File: src/rtl/tes_pkg.sv
// ----------------------------------------------------------------------------
// tes_pkg
// Shared types and constants of the timed event sequencer.
// ----------------------------------------------------------------------------
package tes_pkg;

  localparam int MAX_EVENTS_DEF = 64;
  localparam int PUMPS_DEF      = 16;
  localparam int SETS_PER_TICK  = 16;

  localparam int TIME_W   = 24;
  localparam int PUMP_W   = 5;
  localparam int LEVEL_W  = 8;
  localparam int TAG_W    = 8;
  localparam int PCT_W    = 7;
  localparam int IVAL_W   = 16;
  localparam int ENTRY_W  = TIME_W + PUMP_W + LEVEL_W;
  localparam int NUM_W    = TIME_W + PCT_W;
  localparam int FIRE_W   = 5;
  localparam int DSTEP_W  = 3;

  localparam logic [TIME_W-1:0] TIME_MAX    = '1;
  localparam logic [PCT_W-1:0]  PCT_FULL    = 7'd100;
  localparam logic [PUMP_W-1:0] PUMP_CNT_RST = 5'd16;
  localparam logic [IVAL_W-1:0] IVAL_RST    = 16'd1000;
  localparam logic [DSTEP_W-1:0] DIV_LAST   = 3'd6;

  // request codes
  localparam logic [2:0] FN_LOAD  = 3'd0;
  localparam logic [2:0] FN_START = 3'd1;
  localparam logic [2:0] FN_ESTOP = 3'd2;
  localparam logic [2:0] FN_SHUT  = 3'd3;
  localparam logic [2:0] FN_TICK  = 3'd4;

  // result kinds
  localparam logic [1:0] KIND_PUMP     = 2'd0;
  localparam logic [1:0] KIND_STATE    = 2'd1;
  localparam logic [1:0] KIND_PROGRESS = 2'd2;
  localparam logic [1:0] KIND_ENDED    = 2'd3;

  // configuration register indexes
  localparam logic CFG_PUMP_COUNT = 1'b0;
  localparam logic CFG_INTERVAL   = 1'b1;

  typedef enum logic [1:0] {
    MODE_IDLE     = 2'd0,
    MODE_ACTIVE   = 2'd1,
    MODE_STOPPING = 2'd2
  } mode_t;

  typedef enum logic [3:0] {
    S_WAIT,
    S_TRD,
    S_PCT,
    S_DIV,
    S_PEMIT,
    S_FA,
    S_FB,
    S_P100,
    S_END,
    S_END2,
    S_SHUT
  } seq_state_t;

endpackage

File: src/rtl/timed_event_sequencer.sv
// ----------------------------------------------------------------------------
// timed_event_sequencer
// Runs a loaded time program of pump events, one request at a time.
// ----------------------------------------------------------------------------
// Results: a load takes effect at accept, no result; start and the shutdown
//   state update appear in the cycle after accept, then one result per cycle.
// Tick: table read, product, 7 divider steps (skipped when full), progress
//   report, then a read-ahead and a result per pump set, end reports last.
// Throughput: one request at a time, busy falls with the last result.
// Reset: synchronous, active low; the table is not cleared. No output stall.
// ----------------------------------------------------------------------------
module timed_event_sequencer
  import tes_pkg::*;
#(
  parameter int MAX_EVENTS = MAX_EVENTS_DEF,
  parameter int PUMPS      = PUMPS_DEF
) (
  input  logic                clk,
  input  logic                rst_n,
  // request channel
  input  logic                start,
  output logic                busy,
  input  logic [2:0]          in_func,
  input  logic [TIME_W-1:0]   in_event_time_ms,
  input  logic [PUMP_W-1:0]   in_pump_index,
  input  logic [LEVEL_W-1:0]  in_pump_level,
  input  logic [TAG_W-1:0]    in_program_tag,
  // result channel
  output logic                out_strobe,
  output logic [1:0]          out_kind,
  output logic [PUMP_W-1:0]   out_pump,
  output logic [LEVEL_W-1:0]  out_level,
  output logic [PCT_W-1:0]    out_percent,
  output logic [1:0]          out_runner_mode,
  output logic [TAG_W-1:0]    out_tag,
  output logic                out_last,
  // configuration
  input  logic                cfg_valid,
  output logic                cfg_ready,
  input  logic                cfg_index,
  input  logic [IVAL_W-1:0]   cfg_data
);

  localparam int TOT_W    = $clog2(MAX_EVENTS + 1);
  localparam int ADDR_W   = (MAX_EVENTS > 1) ? $clog2(MAX_EVENTS) : 1;
  localparam int SHUT_MAX = (PUMPS < SETS_PER_TICK) ? PUMPS : SETS_PER_TICK;

  seq_state_t            state_r, state_nxt;
  mode_t                 mode_r, mode_nxt;
  logic [TOT_W-1:0]      total_r, total_nxt;
  logic [TOT_W-1:0]      next_r, next_nxt;
  logic [TIME_W-1:0]     elapsed_r, elapsed_nxt;
  logic [IVAL_W-1:0]     since_r, since_nxt;
  logic [TAG_W-1:0]      tag_r, tag_nxt;
  logic [TIME_W-1:0]     last_time_r, last_time_nxt;
  logic [PUMP_W-1:0]     pump_count_r;
  logic [IVAL_W-1:0]     interval_r;

  logic [TIME_W-1:0]     gt_r, gt_nxt;
  logic [PUMP_W-1:0]     cur_pump_r, cur_pump_nxt;
  logic [LEVEL_W-1:0]    cur_level_r, cur_level_nxt;
  logic                  due_r, due_nxt;
  logic [FIRE_W-1:0]     fired_r, fired_nxt;
  logic [NUM_W-1:0]      rem_r, rem_nxt;
  logic [NUM_W-1:0]      dsh_r, dsh_nxt;
  logic [PCT_W-1:0]      q_r, q_nxt;
  logic [DSTEP_W-1:0]    step_r, step_nxt;
  logic [PUMP_W-1:0]     sh_i_r, sh_i_nxt;
  logic [PUMP_W-1:0]     sh_cnt_r, sh_cnt_nxt;

  logic                  out_strobe_r, out_strobe_nxt;
  logic [1:0]            out_kind_r, out_kind_nxt;
  logic [PUMP_W-1:0]     out_pump_r, out_pump_nxt;
  logic [LEVEL_W-1:0]    out_level_r, out_level_nxt;
  logic [PCT_W-1:0]      out_pct_r, out_pct_nxt;
  logic [1:0]            out_mode_r, out_mode_nxt;
  logic [TAG_W-1:0]      out_tag_r, out_tag_nxt;
  logic                  out_last_r, out_last_nxt;

  logic                  ram_we, ram_re;
  logic [ADDR_W-1:0]     ram_waddr, ram_raddr;
  logic [ENTRY_W-1:0]    ram_wdata, ram_rdata;
  logic [TIME_W-1:0]     rd_time;
  logic [PUMP_W-1:0]     rd_pump;
  logic [LEVEL_W-1:0]    rd_level;

  logic                  accept;
  logic [PUMP_W-1:0]     shut_cnt;
  logic [IVAL_W:0]       since_inc;
  logic [TOT_W-1:0]      next_inc;
  logic                  due_now, table_end, more;

  tes_ram #(
    .WIDTH (ENTRY_W),
    .DEPTH (MAX_EVENTS)
  ) u_table (
    .clk   (clk),
    .we    (ram_we),
    .waddr (ram_waddr),
    .wdata (ram_wdata),
    .re    (ram_re),
    .raddr (ram_raddr),
    .rdata (ram_rdata)
  );

  assign {rd_time, rd_pump, rd_level} = ram_rdata;

  assign busy      = (state_r != S_WAIT);
  assign accept    = start && !busy;
  assign cfg_ready = 1'b1;

  assign shut_cnt  = (pump_count_r > PUMP_W'(SHUT_MAX)) ? PUMP_W'(SHUT_MAX) : pump_count_r;
  assign since_inc = {1'b0, since_r} + 1'b1;
  assign next_inc  = next_r + 1'b1;
  assign due_now   = (elapsed_r >= rd_time);
  assign table_end = (next_inc >= total_r);
  assign more      = !table_end && (fired_r < FIRE_W'(SETS_PER_TICK - 1)) && (rd_time == gt_r);

  assign ram_waddr = total_r[ADDR_W-1:0];
  assign ram_wdata = {in_event_time_ms, in_pump_index, in_pump_level};

  always_comb begin
    state_nxt     = state_r;
    mode_nxt      = mode_r;
    total_nxt     = total_r;
    next_nxt      = next_r;
    elapsed_nxt   = elapsed_r;
    since_nxt     = since_r;
    tag_nxt       = tag_r;
    last_time_nxt = last_time_r;
    gt_nxt        = gt_r;
    cur_pump_nxt  = cur_pump_r;
    cur_level_nxt = cur_level_r;
    due_nxt       = due_r;
    fired_nxt     = fired_r;
    rem_nxt       = rem_r;
    dsh_nxt       = dsh_r;
    q_nxt         = q_r;
    step_nxt      = step_r;
    sh_i_nxt      = sh_i_r;
    sh_cnt_nxt    = sh_cnt_r;

    out_strobe_nxt = 1'b0;
    out_kind_nxt   = KIND_PUMP;
    out_pump_nxt   = '0;
    out_level_nxt  = '0;
    out_pct_nxt    = '0;
    out_mode_nxt   = MODE_IDLE;
    out_tag_nxt    = tag_r;
    out_last_nxt   = 1'b0;

    ram_we    = 1'b0;
    ram_re    = 1'b0;
    ram_raddr = next_r[ADDR_W-1:0];

    case (state_r)
      S_WAIT: begin
        if (accept) begin
          case (in_func)
            FN_LOAD: begin
              if (mode_r == MODE_IDLE && total_r < TOT_W'(MAX_EVENTS) &&
                  in_pump_index != '0 && 7'(in_pump_index) <= 7'(PUMPS) &&
                  (total_r == '0 || in_event_time_ms >= last_time_r)) begin
                ram_we        = 1'b1;
                last_time_nxt = in_event_time_ms;
                total_nxt     = total_r + 1'b1;
              end
            end
            FN_START: begin
              if (mode_r == MODE_IDLE && total_r != '0) begin
                mode_nxt       = MODE_ACTIVE;
                tag_nxt        = in_program_tag;
                elapsed_nxt    = '0;
                since_nxt      = '0;
                next_nxt       = '0;
                out_strobe_nxt = 1'b1;
                out_kind_nxt   = KIND_STATE;
                out_mode_nxt   = MODE_ACTIVE;
                out_tag_nxt    = in_program_tag;
                out_last_nxt   = 1'b1;
              end
            end
            FN_ESTOP: begin
              if (mode_r == MODE_ACTIVE) begin
                state_nxt = S_END;
              end
            end
            FN_SHUT: begin
              if (mode_r != MODE_STOPPING) begin
                mode_nxt       = MODE_STOPPING;
                out_strobe_nxt = 1'b1;
                out_kind_nxt   = KIND_STATE;
                out_mode_nxt   = MODE_STOPPING;
                out_last_nxt   = (shut_cnt == '0);
                sh_cnt_nxt     = shut_cnt;
                sh_i_nxt       = PUMP_W'(1);
                if (shut_cnt != '0) begin
                  state_nxt = S_SHUT;
                end
              end
            end
            FN_TICK: begin
              if (mode_r == MODE_ACTIVE && next_r < total_r) begin
                if (elapsed_r != TIME_MAX) begin
                  elapsed_nxt = elapsed_r + 1'b1;
                end
                ram_re    = 1'b1;
                state_nxt = S_TRD;
              end
            end
            default: ;
          endcase
        end
      end

      S_TRD: begin
        // head of the next group is on the read port
        gt_nxt        = rd_time;
        cur_pump_nxt  = rd_pump;
        cur_level_nxt = rd_level;
        due_nxt       = due_now;
        if (due_now || since_inc >= {1'b0, interval_r}) begin
          since_nxt = '0;
          state_nxt = S_PCT;
        end else begin
          since_nxt = since_inc[IVAL_W-1:0];
          state_nxt = S_WAIT;
        end
      end

      S_PCT: begin
        rem_nxt  = NUM_W'(elapsed_r) * NUM_W'(PCT_FULL);
        dsh_nxt  = NUM_W'(last_time_r) << (PCT_W - 1);
        q_nxt    = '0;
        step_nxt = '0;
        // elapsed at or past the end time saturates, skip the divide
        state_nxt = (elapsed_r >= last_time_r) ? S_PEMIT : S_DIV;
      end

      S_DIV: begin
        if (rem_r >= dsh_r) begin
          rem_nxt = rem_r - dsh_r;
          q_nxt   = {q_r[PCT_W-2:0], 1'b1};
        end else begin
          q_nxt   = {q_r[PCT_W-2:0], 1'b0};
        end
        dsh_nxt  = dsh_r >> 1;
        step_nxt = step_r + 1'b1;
        if (step_r == DIV_LAST) begin
          state_nxt = S_PEMIT;
        end
      end

      S_PEMIT: begin
        out_strobe_nxt = 1'b1;
        out_kind_nxt   = KIND_PROGRESS;
        out_pct_nxt    = (elapsed_r >= last_time_r) ? PCT_FULL : q_r;
        out_last_nxt   = !due_r;
        fired_nxt      = '0;
        state_nxt      = due_r ? S_FA : S_WAIT;
      end

      S_FA: begin
        // read ahead so the current set knows whether it is the final one
        ram_re    = 1'b1;
        ram_raddr = next_inc[ADDR_W-1:0];
        state_nxt = S_FB;
      end

      S_FB: begin
        out_strobe_nxt = 1'b1;
        out_kind_nxt   = KIND_PUMP;
        out_pump_nxt   = cur_pump_r;
        out_level_nxt  = cur_level_r;
        out_last_nxt   = !more && !table_end;
        next_nxt       = next_inc;
        fired_nxt      = fired_r + 1'b1;
        cur_pump_nxt   = rd_pump;
        cur_level_nxt  = rd_level;
        if (more) begin
          state_nxt = S_FA;
        end else if (table_end) begin
          state_nxt = S_P100;
        end else begin
          state_nxt = S_WAIT;
        end
      end

      S_P100: begin
        out_strobe_nxt = 1'b1;
        out_kind_nxt   = KIND_PROGRESS;
        out_pct_nxt    = PCT_FULL;
        state_nxt      = S_END;
      end

      S_END: begin
        out_strobe_nxt = 1'b1;
        out_kind_nxt   = KIND_ENDED;
        state_nxt      = S_END2;
      end

      S_END2: begin
        out_strobe_nxt = 1'b1;
        out_kind_nxt   = KIND_STATE;
        out_mode_nxt   = MODE_IDLE;
        out_last_nxt   = 1'b1;
        mode_nxt       = MODE_IDLE;
        total_nxt      = '0;
        next_nxt       = '0;
        state_nxt      = S_WAIT;
      end

      S_SHUT: begin
        out_strobe_nxt = 1'b1;
        out_kind_nxt   = KIND_PUMP;
        out_pump_nxt   = sh_i_r;
        out_last_nxt   = (sh_i_r == sh_cnt_r);
        sh_i_nxt       = sh_i_r + 1'b1;
        if (sh_i_r == sh_cnt_r) begin
          state_nxt = S_WAIT;
        end
      end

      default: state_nxt = S_WAIT;
    endcase
  end

  always_ff @(posedge clk) begin
    if (!rst_n) begin
      state_r      <= S_WAIT;
      mode_r       <= MODE_IDLE;
      total_r      <= '0;
      next_r       <= '0;
      elapsed_r    <= '0;
      since_r      <= '0;
      tag_r        <= '0;
      pump_count_r <= PUMP_CNT_RST;
      interval_r   <= IVAL_RST;
      out_strobe_r <= 1'b0;
    end else begin
      state_r      <= state_nxt;
      mode_r       <= mode_nxt;
      total_r      <= total_nxt;
      next_r       <= next_nxt;
      elapsed_r    <= elapsed_nxt;
      since_r      <= since_nxt;
      tag_r        <= tag_nxt;
      out_strobe_r <= out_strobe_nxt;
      if (cfg_valid && cfg_ready) begin
        case (cfg_index)
          CFG_PUMP_COUNT: pump_count_r <= cfg_data[PUMP_W-1:0];
          CFG_INTERVAL:   interval_r   <= cfg_data;
          default: ;
        endcase
      end
    end
  end

  always_ff @(posedge clk) begin
    last_time_r <= last_time_nxt;
    gt_r        <= gt_nxt;
    cur_pump_r  <= cur_pump_nxt;
    cur_level_r <= cur_level_nxt;
    due_r       <= due_nxt;
    fired_r     <= fired_nxt;
    rem_r       <= rem_nxt;
    dsh_r       <= dsh_nxt;
    q_r         <= q_nxt;
    step_r      <= step_nxt;
    sh_i_r      <= sh_i_nxt;
    sh_cnt_r    <= sh_cnt_nxt;
    out_kind_r  <= out_kind_nxt;
    out_pump_r  <= out_pump_nxt;
    out_level_r <= out_level_nxt;
    out_pct_r   <= out_pct_nxt;
    out_mode_r  <= out_mode_nxt;
    out_tag_r   <= out_tag_nxt;
    out_last_r  <= out_last_nxt;
  end

  assign out_strobe      = out_strobe_r;
  assign out_kind        = out_kind_r;
  assign out_pump        = out_pump_r;
  assign out_level       = out_level_r;
  assign out_percent     = out_pct_r;
  assign out_runner_mode = out_mode_r;
  assign out_tag         = out_tag_r;
  assign out_last        = out_last_r;

endmodule

File: src/rtl/tes_ram.sv
// ----------------------------------------------------------------------------
// tes_ram
// Generic simple dual-port RAM, one write and one registered read port.
// ----------------------------------------------------------------------------
module tes_ram #(
  parameter int WIDTH = 8,
  parameter int DEPTH = 64,
  localparam int ADDR_W = (DEPTH > 1) ? $clog2(DEPTH) : 1
) (
  input  logic              clk,
  input  logic              we,
  input  logic [ADDR_W-1:0] waddr,
  input  logic [WIDTH-1:0]  wdata,
  input  logic              re,
  input  logic [ADDR_W-1:0] raddr,
  output logic [WIDTH-1:0]  rdata
);

  logic [WIDTH-1:0] mem [DEPTH];

  always_ff @(posedge clk) begin
    if (we) begin
      mem[waddr] <= wdata;
    end
    if (re) begin
      rdata <= mem[raddr];
    end
  end

endmodule

File: config.mk
export PLATFORM = sky130hd
export DESIGN_NAME = timed_event_sequencer
export DESIGN_NICKNAME = d
export VERILOG_FILES = /design/src/rtl/tes_pkg.sv /design/src/rtl/timed_event_sequencer.sv /design/src/rtl/tes_ram.sv
export SDC_FILE = /design/constraint.sdc
export NUM_CORES = 2
export LEC_CHECK = 0
export BUFFER_PORTS_ARGS = -buffer_cell sky130_fd_sc_hd__buf_4
export CAP_MARGIN = 30
export CORE_ASPECT_RATIO = 0.75
export CORE_MARGIN = 5
export CORE_UTILIZATION = 25
export DETAILED_ROUTE_END_ITERATION = 6
export PLACE_DENSITY = 0.43
export SKIP_LAST_GASP = 1
export SLEW_MARGIN = 10
export SYNTH_ARGS = -nofsm -noshare
export SYNTH_HDL_FRONTEND = slang
export SYNTH_SLANG_ARGS = --single-unit
export TNS_END_PERCENT = 30
File: constraint.sdc
create_clock -name clk -period 12.5 [get_ports clk]
set_input_delay 1.25 -clock clk [delete_from_list [all_inputs] [get_ports clk]]
set_output_delay 1.25 -clock clk [all_outputs]
set_load 0.1 [all_outputs]
## Word-level counts from Yosys, hierarchy flattened

Memories as Yosys holds them, arrays and structs flattened. A register that Yosys moved wholly into a read port is not among the register bits.
Index checks and enable logic that the tools add are counted.

| cells by class | value |
|---|---|
| add/subtract/negate cells | 8 |
| multiply operators | 1 |
| div/mod/pow operators | 0 |
| magnitude comparators | 11 |
| equality and inequality tests | 40 |
| shift operators | 0 |
| mux-type cells | 82 |
| bitwise logic cells | 1 |
| reduce and logical (&&, ||, !) cells | 48 |

Operator list:

| cell | number |
|---|---|
| $pmux 31 s2 | 2 |
| $ge 24x24->1 | 3 |
| $mux 24 | 3 |
| $mux 16 | 4 |
| $mux 7 | 7 |
| $pmux 24 s2 | 1 |
| $pmux 7 s2 | 3 |
| $pmux 4 s10 | 1 |
| $mux 8 | 4 |
| $pmux 16 s2 | 1 |
| $ge 31x31->1 | 1 |
| $mux 31 | 1 |
| $sub 31x31->31 | 1 |
| $pmux 5 s2 | 3 |
| $mul 24x5->29 const B | 1 |
| $mux 4 | 7 |
| $add 24x1->24 const B | 1 |
| $eq 24x24->1 | 1 |
| $ne 24x24->1 const B | 1 |
| $reduce_and 4->1 | 6 |
| $ne 2x2->1 const B | 11 |
| $pmux 7 s3 | 1 |
| $mux 5 | 4 |
| $mux 1 | 18 |
| 53 further kinds | 105 |

| storage, ports and cells | value |
|---|---|
| register bits after elaboration | 272 |
| bits in latches | 0 |
| RAM bits | 2368 |
| memory bits (read-only) | 0 |
| input bits | 69 |
| output and inout bits | 36 |
| logic and storage cells | 221 |
| memories | 1 |

Memories:

| memory | words | bits a word | rd ports | clocked after Yosys merged registers in | wr ports | RTL line | source |
|---|---|---|---|---|---|---|---|
| u_table.mem | 64 | 37 | 1 | 1 | 1 | tes_ram.sv:19 | `logic [WIDTH-1:0] mem [DEPTH];` |

## Longest topological paths before layout

| logic depth | value |
|---|---|
| word-level depth | 11 |
| depth in mapped cells | 17 |

## By module

Synthesis repeated with hierarchy kept, for this count alone.

| second synthesis, totals | value |
|---|---|
| cells, all modules | 5912 |
| area total of the unflattened synthesis | 108834.4 um^2 |

Modules (own cells, without submodules):

| module | times used | cells each | area each (um^2) |
|---|---|---|---|
| tes_ram | 1 | 4066 | 91462.7 |
| timed_event_sequencer | 1 | 1846 | 17371.7 |

## Worst setup path before layout

No wires, ideal clock.

| path | value |
|---|---|
| kind | in2reg |
| from | input port in_event_time_ms[9] |
| to | memory u_table.mem[61][0] (netlist bit) (enable) |
| arrival | 4.646 ns |
| data required time | 12.069 ns |
| setup slack | 7.422 ns |
| cell stages on the path | 10 |
| path buffers | 0 |
| path through | ha_1 > a21o_1 > a21o_1 > a21oi_1 > or2_2 > a31oi_1 > a311oi_1 > o21ai_1 > nand4_1 > nor2_1 |

| between the ends | value |
|---|---|
| word-level cells in the longest chain between the ends | 9 |

Ends and longest elaborated chain:

| item | RTL line | source |
|---|---|---|
| start, declared | timed_event_sequencer.sv:24 | `input logic [TIME_W-1:0] in_event_time_ms,` |
| $ge 24x24->1 | timed_event_sequencer.sv:163 | `(total_r == '0 \|\| in_event_time_ms >= last_time_r)) begin` |
| $logic_or 1x1->1 | timed_event_sequencer.sv:163 |  |
| $logic_and 1x1->1 | timed_event_sequencer.sv:162 | `in_pump_index != '0 && 7'(in_pump_index) <= 7'(PUMPS) &&` |
| $mux 1 | timed_event_sequencer.sv:161 | `if (mode_r == MODE_IDLE && total_r < TOT_W'(MAX_EVENTS) &&` |
| $mux 1 | timed_event_sequencer.sv:159 | `case (in_func)` |
| $mux 1 | timed_event_sequencer.sv:158 | `if (accept) begin` |
| $mux 1 | timed_event_sequencer.sv:156 | `case (state_r)` |
| $mux 1 | tes_ram.sv:22 | `if (we) begin` |
| $mux 1 (not written as such) | tes_ram.sv:23 | `mem[waddr] <= wdata;` |
| end, declared | tes_ram.sv:19 |  |

Every way passes these cells.

## Worst setup path in the final report

| path | value |
|---|---|
| from | register state_r[0] |
| to | register u_table.rdata[33], read port of u_table.mem, data pin |

| between the ends | value |
|---|---|
| word-level cells in the longest chain between the ends | 5 |
| elaborated cells between the ends (all ways) | 8 |

Ends and longest elaborated chain:

| item | RTL line | source |
|---|---|---|
| start, declared | timed_event_sequencer.sv:48 | `seq_state_t state_r, state_nxt;` |
| start signal, assigned | timed_event_sequencer.sv:341 | `state_r <= state_nxt;` |
| $reduce_bool 4->1 | timed_event_sequencer.sv:108 | `assign busy = (state_r != S_WAIT);` |
| $logic_not 1->1 | timed_event_sequencer.sv:109 | `assign accept = start && !busy;` |
| $logic_and 1x1->1 | timed_event_sequencer.sv:109 |  |
| $mux 1 | timed_event_sequencer.sv:158 |  |
| $pmux 1 s2 | timed_event_sequencer.sv:156 |  |
| end, declared | tes_ram.sv:16 | `output logic [WIDTH-1:0] rdata` |

Several ways; a longest one is shown, not always the timed one.
A chain may end at the register's enable or synchronous reset.

==> impl_metrics.toml <==
[routing]
first_pass_iters = 6
wirelength_mm = 324
drt_iter0_markers = 5361
drcViolationCount = 0
wl_per_cell_um = 27.6
via_per_inst = 4.72
vias = 55500
ant_nets = 0

[floorplan]
chipWidth_um = 767
start_util_pct = 25.1
die_h_um = 578
dieArea_mm2 = 0.444
std_cell_rows = 208
core_mm2 = 0.428
ios = 105

[power_and_ir_drop]
powerDensity_mw_per_mm2 = 144
leakage_nw = 41.3
vdd_drop_max_mv = 0.0982

[global_routing]
grt_max_degree = 96
grt_pass1_vias = 56100
grt-ovfl-total = 0
grt_pass1_wl_mm = 452
grtUsageTotal_pct = 14.2
antenna_found_initial = 36

[synthesis]
syn-num-nets = 5880
ys_types = 73
ys_ff_latch = 2676
synth_cells = 5573
synth_area_mm2 = 0.108
synthArstFlopShare_pct = 0
yosysTopAreaCellShare_pct = 71.3
seq_area_frac_synth_pct = 73.6
yosys_warnings = 0
synth_ff_type = "edfxtp_1"
synth_enable_flop_cells = 2553
yosysTopAreaCell = "edfxtp_1"
ys_top_cells_by_area = "edfxtp_1 71%, mux4_2 12%, ha_1 2.5%, dfxtp_1 2.3%, a22oi_1 1.3%"
avgSynthCellArea_um2 = 19.3

[setup_path]
crit_cells = 10
crit_slowest_cell = "nor3b_4"
crit_buf_inv = 2
critPathKind = "reg -> reg"
endpoint_kind = "flip-flop"
reg2reg_slack_ns = 6.65
cp_max_fo = 86
ff2ff_path_depth = 10
path_delay_family = "compound AO/OA/AOI/OAI gates"
max_stage_delay_ns = 0.68
regToRegEndpoint = "u_table.rdata[33]"
regToRegStartpoint = "state_r[0]"
cp.arrival_ns = 6.36
path_cells = "nand2b_1 -> nor3b_4 -> xnor2_4 -> buf_12 -> buf_12 -> mux4_2 -> a22oi_1 -> nand2_1 -> a22oi_1 -> o221ai_1"
critical_path_required_ns = 13.01
worstSetupStartpointType = "flip-flop"

[final_layout]
register_area_mm2 = 0.0791
multi_input_area_mm2 = 0.0272
areaGrowthSynthToFinish_pct = 16.3
fin_area_mm2 = 0.125
fillers = 41900
mostFrequentLayoutCells = "2,553 x edfxtp_1, 592 x mux4_2, 284 x clkbuf_16"
layout.nets = 6196
drive_above_1_share_pct = 22.3
layout_commonest_cell = "edfxtp_1"

[place]
numPortBuffers = 103
placed_cell_area_mm2 = 0.117
place_congestion = 0.774
hpwl_mm = 193

[min_path]
worst_hold_path.endpoint = "out_tag[6]"
whs_path_depth = 1
min-delay-start = "tag_r[6]"
hold_path_class = "reg -> reg"

[clocking]
ctsHoldBuffers = 0
clockRootBuffer = "clkbuf_16"
cts_setup_buffers = 0
cts_resized = 0
cts_max_level = 5
cts_buffers = 276
clk_path_buf_depth = 4
clkTransAtPathRegs_ns = 0.06
cts_tree = "yes"
insertion_delay_ns = 0.88
clock_sinks = 2676

[sta]
fin_crit_ns = 5.85
worst_pin_slew_ns = 1.09
relSlewSlack_pct = 27.2
finalHoldViolCount = 0
rsz0062_at_grt = "no"
finalSetupViolCount = 0
fmax_mhz = 171
finClkSkew_ns = 0.0944
fin_crit_sh_pct = 46.8
tns_ns = 0
slew_viol_final = 0

[status]
status = "complete, no violations"

[run]
drv_cap = 0
==> metal layers <==
metal	GRT usage (%)	vias up	routed length (um)	part of all wire [%]
li1	-	23500	-	-
met1	21.5	30000	156000	48
met2	21.3	1649	141000	43
met3	2.69	370	20900	6.4
met4	2.64	10	5910	1.8
met5	0	-	62	0.019
==> how the worst max path moves through the flow <==
stage	slack, ns	from	endpoint
floorplan	7.42	in_event_time_ms[9]	u_table.mem[61][0]
global placement	5.95	in_pump_index[0]	u_table.mem[5][1]
detailed placement	6.47	state_r[0]	u_table.rdata[0]
CTS	6.54	state_r[0]	u_table.rdata[0]
global route	6.23	state_r[0]	u_table.rdata[0]
finish	6.65	state_r[0]	u_table.rdata[33]
==> synthesized netlist by cell type, types with 40 or more instances <==
cell type and count:
nor2_1 188, edfxtp_1 2553, xor2_1 49, clkbuf_1 167
a22o_1 78, o21ai_0 94, inv_1 215, ha_1 218
xnor2_1 77, a21o_1 56, a221oi_1 74, dfxtp_1 123
nand4_1 40, nand3_1 48, a21oi_1 92, a22oi_1 187
mux4_2 592, nand2_1 231, buf_1 45, buf_2 46
==> power breakdown <==
part           internal, mW  leakage (nW)  switching, mW
Clock                  4.41          4.09           3.50
Sequential             9.81          23.9        0.00704
Combinational        0.0489          13.3          0.226
Total                  14.3          41.3           3.73
==> worst reg2reg max path: stages (launching register included) <==
cell and delay (ns):
dfxtp_1 0.67, nand2b_1 0.26, nor3b_4 0.68, xnor2_4 0.39, buf_12 0.47, buf_12 0.74
mux4_2 0.70, a22oi_1 0.64, nand2_1 0.14, a22oi_1 0.50, o221ai_1 0.39
==> sequential cells by signal, indices dropped and copies added, names as in the netlist, 16 cells and up <==
register and flops:
gt_r 24, elapsed_r 24, dsh_r 30, last_time_r 24, rem_r 31, u_table.rdata 37, interval_r 16, u_table.mem 2368
since_r 16
==> kinds of logic (layout without fill, tap and decap cells) <==
kind of cell / count (synthesis) / in the layout / synth area share [%]
DFF: 2676 / 2676 / 73.6
adders and majority gates: 238 / 238 / 2.91
AOI/OAI and AO/OA: 756 / 756 / 5.13
other: 1 / 5 / 0.00349
xor gates and xnor gates: 127 / 127 / 1.04
and+or+nand+nor: 682 / 682 / 2.97
muxes: 618 / 618 / 12.6
buffers and inverters: 475 / 992 / 1.72
==> cell type report <==
type                            count  share of cell area [%]
Inverter                          215                   0.645
Antenna cell                        4                 0.00800
Clock inverter                    133                   0.801
Tap cell                         5670                    5.67
Sequential cell                  2676                    63.3
Timing Repair Buffer              298                    1.94
Clock buffer                      346                    5.89
Multi-Input combinational cell   2422                    21.8
==> metrics by stage <==
step           cells  worst slack [ns]  utilization, %  power (mW)  hold slack [ns]
6_report       11800              6.65            29.2        18.0            0.469
4_1_cts        11800              6.54            29.2        18.2            0.471
3_3_place_gp   11300              5.95            27.2        10.3            0.450
5_1_grt        11800              6.23            29.2        18.6            0.468
3_5_place_dp   11300              6.47            27.2        10.3            0.456
2_1_floorplan   5573              7.42               -        10.1            0.400
Note: power is estimated with default switching activity, not from simulation.
